### config.mk
export PLATFORM = sky130hd
export DESIGN_NAME = hmac_md5_keyed_digest
export DESIGN_NICKNAME = d
export VERILOG_FILES = /design/src/hw/rtl/hmd5_pkg.sv /design/src/hw/rtl/hmd5_buf.sv /design/src/hw/rtl/hmd5_core.sv /design/src/hw/rtl/hmac_md5_keyed_digest.sv
export VERILOG_INCLUDE_DIRS = /design/src /design/src/hw/rtl
export SDC_FILE = /design/constraint.sdc
export NUM_CORES = 2
export LEC_CHECK = 0
export BUFFER_PORTS_ARGS = -buffer_cell sky130_fd_sc_hd__buf_2
export CAP_MARGIN = 20
export CORE_ASPECT_RATIO = 1.25
export CORE_UTILIZATION = 57
export CTS_CLUSTER_SIZE = 24
export DETAILED_ROUTE_END_ITERATION = 8
export GPL_ROUTABILITY_DRIVEN = 0
export PLACE_DENSITY = 0.79
export SLEW_MARGIN = 10
export SYNTH_ARGS = -nofsm -noshare
export SYNTH_HDL_FRONTEND = slang
export SYNTH_SLANG_ARGS = --single-unit
### constraint.sdc
create_clock -name clk_i -period 30 [get_ports clk_i]
set_input_delay 0 -clock clk_i [delete_from_list [all_inputs] [get_ports clk_i]]
set_output_delay 0 -clock clk_i [all_outputs]
set_load 0.1 [all_outputs]
### src/hw/rtl/hmac_md5_keyed_digest_assert.svh
// assertion macros used by the top-level rtl file
`ifndef HMAC_MD5_KEYED_DIGEST_ASSERT_SVH
`define HMAC_MD5_KEYED_DIGEST_ASSERT_SVH

// same-cycle implication, disabled during reset
`define HMD5_ASSERT_NOW(lbl, clk, rstn, ante, cons) \
  lbl: assert property (@(posedge clk) disable iff (!rstn) (ante) |-> (cons)) \
    else $error("hmd5 check failed");

// next-cycle implication, disabled during reset
`define HMD5_ASSERT_NEXT(lbl, clk, rstn, ante, cons) \
  lbl: assert property (@(posedge clk) disable iff (!rstn) (ante) |=> (cons)) \
    else $error("hmd5 check failed");

`endif

### src/hw/rtl/hmd5_pkg.sv
// types, constants and round tables for the keyed md5 digest block
`default_nettype none
package hmd5_pkg;

  localparam logic [7:0] IPAD_BYTE = 8'h36;
  localparam logic [7:0] OPAD_BYTE = 8'h5c;
  localparam int unsigned BLOCK_BYTES = 64;
  localparam logic [31:0] IV_A = 32'h67452301;
  localparam logic [31:0] IV_B = 32'hefcdab89;
  localparam logic [31:0] IV_C = 32'h98badcfe;
  localparam logic [31:0] IV_D = 32'h10325476;
  localparam logic [31:0] PAD_WORD = 32'h0000_0080;
  // outer block length: (64 + 16) bytes in bits
  localparam logic [31:0] OUTER_LEN_BITS = 32'h0000_0280;
  localparam int unsigned NUM_KEY_WORDS = 8;

  typedef struct packed {
    logic [7:0] msg_byte;
    logic       msg_last;
  } in_t;

  typedef struct packed {
    logic [63:0] digest_half;
    logic        digest_last;
  } out_t;

  // source of the message words for one compression
  typedef enum logic [2:0] {
    SRC_KEY_I,
    SRC_MSG,
    SRC_PAD1,
    SRC_PAD2,
    SRC_KEY_O,
    SRC_OUTER
  } src_e;

  typedef enum logic [3:0] {
    ST_IDLE,
    ST_KEYI,
    ST_MSG,
    ST_PAD1,
    ST_PAD2,
    ST_KEYO,
    ST_OUTER,
    ST_OUT0,
    ST_OUT1
  } state_e;

  typedef enum logic [1:0] {
    CP_IDLE,
    CP_RUN,
    CP_FIN
  } core_ph_e;

  // control from the sequencer to the round unit
  typedef struct packed {
    logic start;
    logic init;
  } core_ctrl_t;

  function automatic logic [31:0] md5_k(input logic [5:0] rnd);
    logic [31:0] k;
    case (rnd)
      6'd0:  k = 32'hd76aa478;  6'd1:  k = 32'he8c7b756;  6'd2:  k = 32'h242070db;
      6'd3:  k = 32'hc1bdceee;  6'd4:  k = 32'hf57c0faf;  6'd5:  k = 32'h4787c62a;
      6'd6:  k = 32'ha8304613;  6'd7:  k = 32'hfd469501;  6'd8:  k = 32'h698098d8;
      6'd9:  k = 32'h8b44f7af;  6'd10: k = 32'hffff5bb1;  6'd11: k = 32'h895cd7be;
      6'd12: k = 32'h6b901122;  6'd13: k = 32'hfd987193;  6'd14: k = 32'ha679438e;
      6'd15: k = 32'h49b40821;  6'd16: k = 32'hf61e2562;  6'd17: k = 32'hc040b340;
      6'd18: k = 32'h265e5a51;  6'd19: k = 32'he9b6c7aa;  6'd20: k = 32'hd62f105d;
      6'd21: k = 32'h02441453;  6'd22: k = 32'hd8a1e681;  6'd23: k = 32'he7d3fbc8;
      6'd24: k = 32'h21e1cde6;  6'd25: k = 32'hc33707d6;  6'd26: k = 32'hf4d50d87;
      6'd27: k = 32'h455a14ed;  6'd28: k = 32'ha9e3e905;  6'd29: k = 32'hfcefa3f8;
      6'd30: k = 32'h676f02d9;  6'd31: k = 32'h8d2a4c8a;  6'd32: k = 32'hfffa3942;
      6'd33: k = 32'h8771f681;  6'd34: k = 32'h6d9d6122;  6'd35: k = 32'hfde5380c;
      6'd36: k = 32'ha4beea44;  6'd37: k = 32'h4bdecfa9;  6'd38: k = 32'hf6bb4b60;
      6'd39: k = 32'hbebfbc70;  6'd40: k = 32'h289b7ec6;  6'd41: k = 32'heaa127fa;
      6'd42: k = 32'hd4ef3085;  6'd43: k = 32'h04881d05;  6'd44: k = 32'hd9d4d039;
      6'd45: k = 32'he6db99e5;  6'd46: k = 32'h1fa27cf8;  6'd47: k = 32'hc4ac5665;
      6'd48: k = 32'hf4292244;  6'd49: k = 32'h432aff97;  6'd50: k = 32'hab9423a7;
      6'd51: k = 32'hfc93a039;  6'd52: k = 32'h655b59c3;  6'd53: k = 32'h8f0ccc92;
      6'd54: k = 32'hffeff47d;  6'd55: k = 32'h85845dd1;  6'd56: k = 32'h6fa87e4f;
      6'd57: k = 32'hfe2ce6e0;  6'd58: k = 32'ha3014314;  6'd59: k = 32'h4e0811a1;
      6'd60: k = 32'hf7537e82;  6'd61: k = 32'hbd3af235;  6'd62: k = 32'h2ad7d2bb;
      default: k = 32'heb86d391;
    endcase
    return k;
  endfunction

  function automatic logic [4:0] md5_rot(input logic [5:0] rnd);
    logic [4:0] s;
    case ({rnd[5:4], rnd[1:0]})
      4'd0:  s = 5'd7;   4'd1:  s = 5'd12;  4'd2:  s = 5'd17;  4'd3:  s = 5'd22;
      4'd4:  s = 5'd5;   4'd5:  s = 5'd9;   4'd6:  s = 5'd14;  4'd7:  s = 5'd20;
      4'd8:  s = 5'd4;   4'd9:  s = 5'd11;  4'd10: s = 5'd16;  4'd11: s = 5'd23;
      4'd12: s = 5'd6;   4'd13: s = 5'd10;  4'd14: s = 5'd15;
      default: s = 5'd21;
    endcase
    return s;
  endfunction

  // message word index used by a round
  function automatic logic [3:0] md5_g(input logic [5:0] rnd);
    logic [3:0] g;
    case (rnd[5:4])
      2'd0: g = rnd[3:0];
      2'd1: g = 4'(rnd[3:0] * 4'd5 + 4'd1);
      2'd2: g = 4'(rnd[3:0] * 4'd3 + 4'd5);
      default: g = 4'(rnd[3:0] * 4'd7);
    endcase
    return g;
  endfunction

endpackage
`default_nettype wire

### src/hw/rtl/hmd5_buf.sv
// message block buffer: 16 words of 32 bits, byte-lane write, registered read
`default_nettype none
module hmd5_buf (
  input  wire logic        clk_i,
  input  wire logic        we_i,
  input  wire logic [5:0]  waddr_i,
  input  wire logic [7:0]  wdata_i,
  input  wire logic [3:0]  raddr_i,
  output logic      [31:0] rdata_o
);

  logic [31:0] mem [16];

  // byte write into its lane
  always_ff @(posedge clk_i) begin
    if (we_i) begin
      mem[waddr_i[5:2]][8*waddr_i[1:0] +: 8] <= wdata_i;
    end
  end

  // synchronous read
  always_ff @(posedge clk_i) begin
    rdata_o <= mem[raddr_i];
  end

endmodule
`default_nettype wire

### src/hw/rtl/hmd5_core.sv
// md5 round unit: one round per cycle, chaining value kept here
`default_nettype none
module hmd5_core (
  input  wire logic                  clk_i,
  input  wire logic                  rst_ni,
  input  wire hmd5_pkg::core_ctrl_t  ctrl_i,
  input  wire logic           [31:0] word_i,
  output logic                [3:0]  idx_o,
  output logic                       done_o,
  output logic                [31:0] chain_o [4]
);

  hmd5_pkg::core_ph_e ph_q, ph_d;
  logic [5:0]  rnd_q;
  logic [31:0] a_q, b_q, c_q, d_q;
  logic [31:0] h_q [4];
  logic [31:0] f, x, rot;
  logic [63:0] dbl;

  // round function
  always_comb begin
    case (rnd_q[5:4])
      2'd0: f = (b_q & c_q) | (~b_q & d_q);
      2'd1: f = (d_q & b_q) | (~d_q & c_q);
      2'd2: f = b_q ^ c_q ^ d_q;
      default: f = c_q ^ (b_q | ~d_q);
    endcase
    x   = a_q + f + hmd5_pkg::md5_k(rnd_q) + word_i;
    dbl = {x, x} << hmd5_pkg::md5_rot(rnd_q);
    rot = dbl[63:32];
  end

  // word index issued in the cycle before its round
  always_comb begin
    if (ph_q == hmd5_pkg::CP_RUN) begin
      idx_o = hmd5_pkg::md5_g(6'(rnd_q + 6'd1));
    end else begin
      idx_o = hmd5_pkg::md5_g(6'd0);
    end
  end

  // phase sequencing
  always_comb begin
    ph_d = ph_q;
    case (ph_q)
      hmd5_pkg::CP_IDLE: if (ctrl_i.start) ph_d = hmd5_pkg::CP_RUN;
      hmd5_pkg::CP_RUN:  if (rnd_q == 6'd63) ph_d = hmd5_pkg::CP_FIN;
      hmd5_pkg::CP_FIN:  ph_d = hmd5_pkg::CP_IDLE;
      default:           ph_d = hmd5_pkg::CP_IDLE;
    endcase
  end

  always_ff @(posedge clk_i or negedge rst_ni) begin
    if (!rst_ni) begin
      ph_q  <= hmd5_pkg::CP_IDLE;
      rnd_q <= '0;
    end else begin
      ph_q <= ph_d;
      if (ph_q == hmd5_pkg::CP_RUN) rnd_q <= rnd_q + 6'd1;
      else rnd_q <= '0;
    end
  end

  // working and chaining registers
  always_ff @(posedge clk_i) begin
    if (ph_q == hmd5_pkg::CP_IDLE && ctrl_i.start) begin
      if (ctrl_i.init) begin
        h_q[0] <= hmd5_pkg::IV_A; h_q[1] <= hmd5_pkg::IV_B;
        h_q[2] <= hmd5_pkg::IV_C; h_q[3] <= hmd5_pkg::IV_D;
        a_q <= hmd5_pkg::IV_A; b_q <= hmd5_pkg::IV_B;
        c_q <= hmd5_pkg::IV_C; d_q <= hmd5_pkg::IV_D;
      end else begin
        a_q <= h_q[0]; b_q <= h_q[1]; c_q <= h_q[2]; d_q <= h_q[3];
      end
    end else if (ph_q == hmd5_pkg::CP_RUN) begin
      a_q <= d_q;
      d_q <= c_q;
      c_q <= b_q;
      b_q <= b_q + rot;
    end else if (ph_q == hmd5_pkg::CP_FIN) begin
      h_q[0] <= h_q[0] + a_q;
      h_q[1] <= h_q[1] + b_q;
      h_q[2] <= h_q[2] + c_q;
      h_q[3] <= h_q[3] + d_q;
    end
  end

  assign done_o  = (ph_q == hmd5_pkg::CP_FIN);
  assign chain_o = h_q;

endmodule
`default_nettype wire

### src/hw/rtl/hmac_md5_keyed_digest.sv
// top level of the keyed md5 digest block
// Takes one message word (byte) per handshake; no new byte is taken while a
// compression runs. The first byte of a message also starts the inner key
// block, every 64th byte the compression of its block, and the last byte the
// padding block, outer key block and outer block, plus an extra padding block
// when the length needs one, before two digest words appear. Each compression
// is a start step, 64 rounds of one shared round unit at one round per cycle
// and a final add; message words come from a 16 x 32 buffer with a
// registered read.
`default_nettype none
`include "hmac_md5_keyed_digest_assert.svh"
module hmac_md5_keyed_digest #(
  parameter int unsigned LENGTH_COUNTER_BITS = 64
) (
  input  wire logic             clk_i,
  input  wire logic             rst_ni,
  input  wire logic             cfg_we_i,
  input  wire logic [3:0]       cfg_idx_i,
  input  wire logic [63:0]      cfg_wdata_i,
  input  wire logic             in_valid_i,
  output logic                  in_ready_o,
  input  wire hmd5_pkg::in_t    in_data_i,
  output logic                  out_valid_o,
  input  wire logic             out_ready_i,
  output hmd5_pkg::out_t        out_data_o
);

  hmd5_pkg::state_e state_q, state_d;
  logic [63:0] key_q [hmd5_pkg::NUM_KEY_WORDS];
  logic [LENGTH_COUNTER_BITS-1:0] cnt_q;
  logic        absorbed_q, last_q, full_q, run_q;
  logic [31:0] inner_q [4];
  logic [3:0]  widx_q;
  logic [3:0]  idx;
  logic [31:0] rdata, word, kword, chain [4];
  logic [7:0]  pad;
  logic [63:0] len_bits;
  logic        done, accept, in_comp;
  hmd5_pkg::src_e src;
  hmd5_pkg::core_ctrl_t ctrl;

  assign accept = in_valid_i && in_ready_o;

  // key registers
  always_ff @(posedge clk_i or negedge rst_ni) begin
    if (!rst_ni) begin
      for (int i = 0; i < hmd5_pkg::NUM_KEY_WORDS; i++) key_q[i] <= '0;
    end else if (cfg_we_i && cfg_idx_i < 4'(hmd5_pkg::NUM_KEY_WORDS)) begin
      key_q[cfg_idx_i[2:0]] <= cfg_wdata_i;
    end
  end

  // block buffer
  hmd5_buf u_buf (
    .clk_i   (clk_i),
    .we_i    (accept),
    .waddr_i (cnt_q[5:0]),
    .wdata_i (in_data_i.msg_byte),
    .raddr_i (idx),
    .rdata_o (rdata)
  );

  // compression source per state
  always_comb begin
    case (state_q)
      hmd5_pkg::ST_KEYI:  src = hmd5_pkg::SRC_KEY_I;
      hmd5_pkg::ST_PAD1:  src = hmd5_pkg::SRC_PAD1;
      hmd5_pkg::ST_PAD2:  src = hmd5_pkg::SRC_PAD2;
      hmd5_pkg::ST_KEYO:  src = hmd5_pkg::SRC_KEY_O;
      hmd5_pkg::ST_OUTER: src = hmd5_pkg::SRC_OUTER;
      default:            src = hmd5_pkg::SRC_MSG;
    endcase
  end

  // message word assembly, aligned with the buffer read
  always_comb begin
    pad      = (src == hmd5_pkg::SRC_KEY_I) ? hmd5_pkg::IPAD_BYTE : hmd5_pkg::OPAD_BYTE;
    len_bits = (64'(cnt_q) + 64'(hmd5_pkg::BLOCK_BYTES)) << 3;
    kword    = key_q[widx_q[3:1]][32*widx_q[0] +: 32] ^ {4{pad}};
    word     = '0;
    case (src)
      hmd5_pkg::SRC_KEY_I, hmd5_pkg::SRC_KEY_O: word = kword;
      hmd5_pkg::SRC_MSG: word = rdata;
      hmd5_pkg::SRC_PAD1: begin
        for (int b = 0; b < 4; b++) begin
          if ({widx_q, 2'(b)} < cnt_q[5:0]) word[8*b +: 8] = rdata[8*b +: 8];
          else if ({widx_q, 2'(b)} == cnt_q[5:0]) word[8*b +: 8] = 8'h80;
        end
        if (cnt_q[5:0] < 6'd56) begin
          if (widx_q == 4'd14) word = len_bits[31:0];
          if (widx_q == 4'd15) word = len_bits[63:32];
        end
      end
      hmd5_pkg::SRC_PAD2: begin
        if (widx_q == 4'd14) word = len_bits[31:0];
        if (widx_q == 4'd15) word = len_bits[63:32];
      end
      hmd5_pkg::SRC_OUTER: begin
        if (widx_q < 4'd4) word = inner_q[widx_q[1:0]];
        else if (widx_q == 4'd4) word = hmd5_pkg::PAD_WORD;
        else if (widx_q == 4'd14) word = hmd5_pkg::OUTER_LEN_BITS;
      end
      default: word = rdata;
    endcase
  end

  always_ff @(posedge clk_i) begin
    widx_q <= idx;
  end

  assign in_comp = (state_q == hmd5_pkg::ST_KEYI) || (state_q == hmd5_pkg::ST_MSG) ||
                   (state_q == hmd5_pkg::ST_PAD1) || (state_q == hmd5_pkg::ST_PAD2) ||
                   (state_q == hmd5_pkg::ST_KEYO) || (state_q == hmd5_pkg::ST_OUTER);

  always_comb begin
    ctrl.start = in_comp && !run_q;
    ctrl.init  = (state_q == hmd5_pkg::ST_KEYI) || (state_q == hmd5_pkg::ST_KEYO);
  end

  // shared round unit
  hmd5_core u_core (
    .clk_i   (clk_i),
    .rst_ni  (rst_ni),
    .ctrl_i  (ctrl),
    .word_i  (word),
    .idx_o   (idx),
    .done_o  (done),
    .chain_o (chain)
  );

  // next state
  always_comb begin
    state_d = state_q;
    case (state_q)
      hmd5_pkg::ST_IDLE: begin
        if (accept) begin
          if (!absorbed_q) state_d = hmd5_pkg::ST_KEYI;
          else if (cnt_q[5:0] == 6'd63) state_d = hmd5_pkg::ST_MSG;
          else if (in_data_i.msg_last) state_d = hmd5_pkg::ST_PAD1;
        end
      end
      hmd5_pkg::ST_KEYI: begin
        if (done) begin
          if (full_q) state_d = hmd5_pkg::ST_MSG;
          else if (last_q) state_d = hmd5_pkg::ST_PAD1;
          else state_d = hmd5_pkg::ST_IDLE;
        end
      end
      hmd5_pkg::ST_MSG:
        if (done) state_d = last_q ? hmd5_pkg::ST_PAD1 : hmd5_pkg::ST_IDLE;
      hmd5_pkg::ST_PAD1:
        if (done) state_d = (cnt_q[5:0] >= 6'd56) ? hmd5_pkg::ST_PAD2 : hmd5_pkg::ST_KEYO;
      hmd5_pkg::ST_PAD2:  if (done) state_d = hmd5_pkg::ST_KEYO;
      hmd5_pkg::ST_KEYO:  if (done) state_d = hmd5_pkg::ST_OUTER;
      hmd5_pkg::ST_OUTER: if (done) state_d = hmd5_pkg::ST_OUT0;
      hmd5_pkg::ST_OUT0:  if (out_ready_i) state_d = hmd5_pkg::ST_OUT1;
      hmd5_pkg::ST_OUT1:  if (out_ready_i) state_d = hmd5_pkg::ST_IDLE;
      default:            state_d = hmd5_pkg::ST_IDLE;
    endcase
  end

  // handshake outputs
  always_comb begin
    in_ready_o  = (state_q == hmd5_pkg::ST_IDLE);
    out_valid_o = (state_q == hmd5_pkg::ST_OUT0) || (state_q == hmd5_pkg::ST_OUT1);
    out_data_o.digest_last = (state_q == hmd5_pkg::ST_OUT1);
    if (state_q == hmd5_pkg::ST_OUT1) out_data_o.digest_half = {chain[3], chain[2]};
    else out_data_o.digest_half = {chain[1], chain[0]};
  end

  // control registers
  always_ff @(posedge clk_i or negedge rst_ni) begin
    if (!rst_ni) begin
      state_q    <= hmd5_pkg::ST_IDLE;
      cnt_q      <= '0;
      absorbed_q <= 1'b0;
      last_q     <= 1'b0;
      full_q     <= 1'b0;
      run_q      <= 1'b0;
    end else begin
      state_q <= state_d;
      if (ctrl.start) run_q <= 1'b1;
      else if (done) run_q <= 1'b0;
      if (accept) begin
        cnt_q  <= cnt_q + LENGTH_COUNTER_BITS'(1);
        last_q <= in_data_i.msg_last;
        full_q <= (cnt_q[5:0] == 6'd63);
      end
      if (state_q == hmd5_pkg::ST_KEYI && done) absorbed_q <= 1'b1;
      if (state_q == hmd5_pkg::ST_OUT1 && out_ready_i) begin
        cnt_q      <= '0;
        absorbed_q <= 1'b0;
      end
    end
  end

  // inner digest capture as the outer key block starts
  always_ff @(posedge clk_i) begin
    if (state_q == hmd5_pkg::ST_KEYO && ctrl.start) inner_q <= chain;
  end

  `HMD5_ASSERT_NOW(a_ready_excl, clk_i, rst_ni, in_ready_o, !out_valid_o)
  `HMD5_ASSERT_NOW(a_done_owned, clk_i, rst_ni, done, run_q && in_comp)
  `HMD5_ASSERT_NEXT(a_last_busy, clk_i, rst_ni, accept && in_data_i.msg_last, !in_ready_o)

endmodule
`default_nettype wire

==> results.txt <==
* Status: complete, but fails checks
- Failing checks: design-rule violations
* Storage element area: between 0.04 and 0.05 mm2
- The via count of the first global-routing pass is 64.22k.
- Standard-cell rows: 156
- CTS H-Tree Depth: 4
* Achievable Freq: 84.04 MHz
* Worst path slowest cell: sky130_fd_sc_hd__dfrtp_1
* Global-route wire length before repair: 386100 um
- Post-layout min period: 11.90 ns
* Worst min path class: in -> reg
- The largest single stage delay on the critical path is 0.88 ns.
- For this run, the post-layout net count is slightly above 8k.
- A synthesized cell averages 10.86 um2.
- The share of the Yosys chip area taken by registers is 0.5090.
- STA classifies the critical path startpoint as a register.
* Number of I/O pins: 149
- For this run, the total global-route usage over all layers was measured as 0.3432.
- Counting along the longest clock path gives a buffer depth of 3.
- In the routed layout, each cell is associated on average with a via count of approximately 6.7.
- Async set-or-reset flop fraction in the synthesized netlist: 0.3872
- Synthesized net count: 8036
* Summed negative setup slack over all endpoints: 0 ns
* Unique masters post-synth: 99
* Arr. time, crit path: 12.42 ns
- Commonest cells in the synthesized netlist: sky130_fd_sc_hd__nand2_1, sky130_fd_sc_hd__edfxtp_1, sky130_fd_sc_hd__dfrtp_1
* Delay-heaviest family, CP: compound AO/OA/AOI/OAI gates
- Setup violations remaining at the end of the flow were counted as 0.
- After detailed placement, the total cell area comes to around 0.085 mm2.
* CTS Root Buffer Type: sky130_fd_sc_hd__clkbuf_16
* Capturing instance or port of the critical path: u_core.b_q[30]$_DFFE_PP_
- The final number of hold-violating endpoints came to 0.
- Chip width: 343.8 um
- Relative to the synthesized area, the layout overhead comes to 10.05%.
* Unrepaired setup endpoints after global routing: no
- Clock tree from TritonCTS: yes
- The cell area that synthesis handed to floorplanning was 0.08323 mm2.
- RR Endpoint: u_core.b_q[30]$_DFFE_PP_
* Finished Core Util: 0.6324
- Dividing the detail-routed wire length by the instance count gives 26.39 um.
- Highest routed metal layer: met5
* R2r worst-path depth: 34
* Post-Route M1 WL: slightly below 90000 um
- The tree built by TritonCTS fans out to 1521 sinks.
* First element of the critical path: u_core.rnd_q[0]$_DFF_PN0_
- Final HPWL DP: 168300 um
- For this block, the routed nets add up to approximately 260000 um of wire.
- In the routed design, unresolved DRC markers number 199.
* EDFF count, synth: 896
- Post-cts resize count: 0
- DRC marker count from the first detailed-route iteration: 8867
* Clock latency of the later-clocked register in the worst-skew pair: around 0.8 ns
- Critical R2R Launch: u_core.rnd_q[0]$_DFF_PN0_
- Across the routed clock network, the largest skew measured is a little under 0.05 ns.
* Number of instances in the synthesized netlist: ~7.7k
* Non-Filler Cell Area, Final: 0.09159 mm2
* Starting density of the core: 0.5747
- Initial antenna violation count: 29
* Footprint of the multi-input gates: 0.03860 mm2
- STA puts the critical path data required time at 30.52 ns.
- Dividing the final minimum period by the clock period gives 0.3966.
* Setup repair bufs after CTS: 0
- In this run, synthesis produced a sequential element count of 1521.
- First-pass iteration count of the detailed router: 9
- The critical path contains buffers and inverters numbering 3 combined.
* Share of post-route cells with drive strength above 1: 0.1575
* Core box area: 0.1448 mm2
- Largest area contributor in the synthesized netlist: sky130_fd_sc_hd__edfxtp_1
- Ys Warns: 0
- Global route total overflow: 0
* Transition time of the tightest slew-check pin: 1.296 ns
- Worst rel slew slack: 0.1293
- The number of max-slew violations in the final report was 0.
* Number of buffers added by the clock tree synthesis step: 148
- The die covers between 0.1 and 0.15 mm2.
- Routed via count: between 60k and 70k
- Critical path fanouts, max: 24
- Die Span Y: between 400 and 500 um
- Pin count of the biggest net entering global routing: 200
- In this run the number of cells on the critical path is 34.
* Maxcap violations: 0
- Clk slew on worst S/H paths: 0.07 ns
- In the detailed route, the total length drawn on met3 is 28920 um.
* R2R setup slack: 18.10 ns
- Count of input and output buffers: around 150
- ANT nets after route: 0
* Met2 routed WL: 118100 um
* Fraction of synthesized cell area taken by the top area cell type: 0.3233
- Number of filler instances in the final layout: 10.71k
- Critical path capture point type: register
* Critical Setup Path Class: reg -> reg
* Dominant cells by area after synthesis: sky130_fd_sc_hd__edfxtp_1, sky130_fd_sc_hd__dfrtp_1, sky130_fd_sc_hd__mux2_2
- In the post-synthesis netlist, the cell with the most instances is sky130_fd_sc_hd__nand2_1.
* Predominant post-synthesis flop cell: sky130_fd_sc_hd__edfxtp_1
[what timing repair did]
action / CTS / global route
endpoints found under the setup margin: 0 / 0
hold buffers: 88 / 0
endpoints found under the hold margin: 1158 / 0
[worst reg2reg max path: cells and delay by family, from the launching register on]
kind	cells	cell delay [ns]
adder cells (fa/ha/maj)	5	2.57
multiplexers	5	1.68
buffers and inverters	3	1.09
AND/OR/NAND/NOR	3	0.78
flip-flops	1	0.88
XOR/XNOR	2	0.37
AO/OA/AOI/OAI	16	4.24
[through the flow]
step	setup slack [ns]	instances	hold WS [ns]
finish	18.10	9713	0.07179
global route	17.45	9709	0.06662
CTS	18.47	9695	0.01526
detailed placement	18.51	9331	0.2088
global placement	18.75	9330	0.1864
floorplan	18.47	7667	-0.2956
[worst min-delay path by stage]
| stage | cells past startpoint | from | end |
|---|---|---|---|
| finish | 3 | cfg_wdata_i[62] | key_q[446]$_DFFE_PN0P_ |
| global route | 3 | cfg_wdata_i[28] | key_q[156]$_DFFE_PN0P_ |
| CTS | 3 | cfg_wdata_i[41] | key_q[425]$_DFFE_PN0P_ |
| detailed placement | 1 | rst_ni | key_q[83]$_DFFE_PN0P_ |
| global placement | 1 | rst_ni | key_q[19]$_DFFE_PN0P_ |
| floorplan | 0 | rst_ni | absorbed_q$_DFFE_PN0P_ |
[cell families (layout without fill, tap and decap cells)]
family                     Yosys count  after routing  synth area share
and+or+nand+nor                   2702           2702            0.1429
DFF                               1521           1521            0.5090
AOI/OAI and AO/OA                 1409           1409            0.1081
muxes                              825            825            0.1291
buffers and inverters              618            753           0.02940
xor gates and xnor gates           305            305           0.03210
adders and majority gates          287            287           0.04937
other                                0             15                 0
[placed cells by master, fill, tap and decap left out, types with 37 or more instances in the layout]
cell type | synthesis | layout
sky130_fd_sc_hd__xnor2_1 | 163 | 161
sky130_fd_sc_hd__ha_1 | 218 | 218
sky130_fd_sc_hd__or3_1 | 39 | 38
sky130_fd_sc_hd__mux4_2 | 145 | 145
sky130_fd_sc_hd__nor2b_1 | 54 | 52
sky130_fd_sc_hd__a21o_1 | 80 | 80
sky130_fd_sc_hd__a221oi_1 | 49 | 49
sky130_fd_sc_hd__nor2_1 | 476 | 473
sky130_fd_sc_hd__mux2i_1 | 144 | 144
sky130_fd_sc_hd__nand3_1 | 416 | 415
sky130_fd_sc_hd__a311oi_1 | 76 | 76
sky130_fd_sc_hd__nand4_1 | 51 | 51
sky130_fd_sc_hd__and3_1 | 65 | 65
sky130_fd_sc_hd__nor3_1 | 122 | 118
sky130_fd_sc_hd__clkbuf_16 | 0 | 152
sky130_fd_sc_hd__dfrtp_1 | 589 | 585
sky130_fd_sc_hd__buf_4 | 5 | 74
sky130_fd_sc_hd__o21a_1 | 42 | 42
sky130_fd_sc_hd__a211oi_1 | 40 | 40
sky130_fd_sc_hd__fa_1 | 69 | 69
sky130_fd_sc_hd__buf_2 | 64 | 148
sky130_fd_sc_hd__nand2b_1 | 39 | 37
sky130_fd_sc_hd__a21oi_1 | 357 | 356
sky130_fd_sc_hd__inv_1 | 151 | 149
sky130_fd_sc_hd__a31oi_1 | 89 | 89
sky130_fd_sc_hd__mux2_2 | 536 | 536
sky130_fd_sc_hd__edfxtp_1 | 896 | 896
sky130_fd_sc_hd__o21ai_0 | 365 | 363
sky130_fd_sc_hd__o211ai_1 | 47 | 47
sky130_fd_sc_hd__o22ai_1 | 39 | 39
sky130_fd_sc_hd__dlygate4sd3_1 | 0 | 87
sky130_fd_sc_hd__xor2_1 | 142 | 142
sky130_fd_sc_hd__and2_1 | 60 | 58
sky130_fd_sc_hd__nand2_1 | 1297 | 1294
[state kept, by name, summed over array words and instances, names as in the netlist, 2 cells and up]
signal	cells
u_buf.mem	512
u_core.c_q	32
u_core.ph_q	2
widx_q	4
key_q	512
u_core.a_q	32
u_core.chain_o	128
state_q	4
cnt_q	61
u_core.rnd_q	6
inner_q	128
u_core.d_q	32
u_buf.rdata_o	32
u_core.b_q	32
[routing by layer]
| layer | vias up | global-route usage |
|---|---|---|
| li1 | 28040 | - |
| met1 | 31750 | 0.4156 |
| met2 | 4150 | 0.5342 |
| met3 | 1150 | 0.1002 |
| met4 | 22 | 0.2220 |
| met5 | - | 0 |
[cell type report]
cell class,instances,share of cell area
inverter,157,0.006502
timing repair buffer,320,0.02634
tap,1896,0.02590
sequential,1521,0.4628
multi-input combinational,5528,0.4215
clock inverter,82,0.01198
clock buffer,194,0.04456
antenna,15,0.0004098
Power is not shown: default switching activity piles up to over one toggle a cycle in this logic, so the estimate is an artifact.
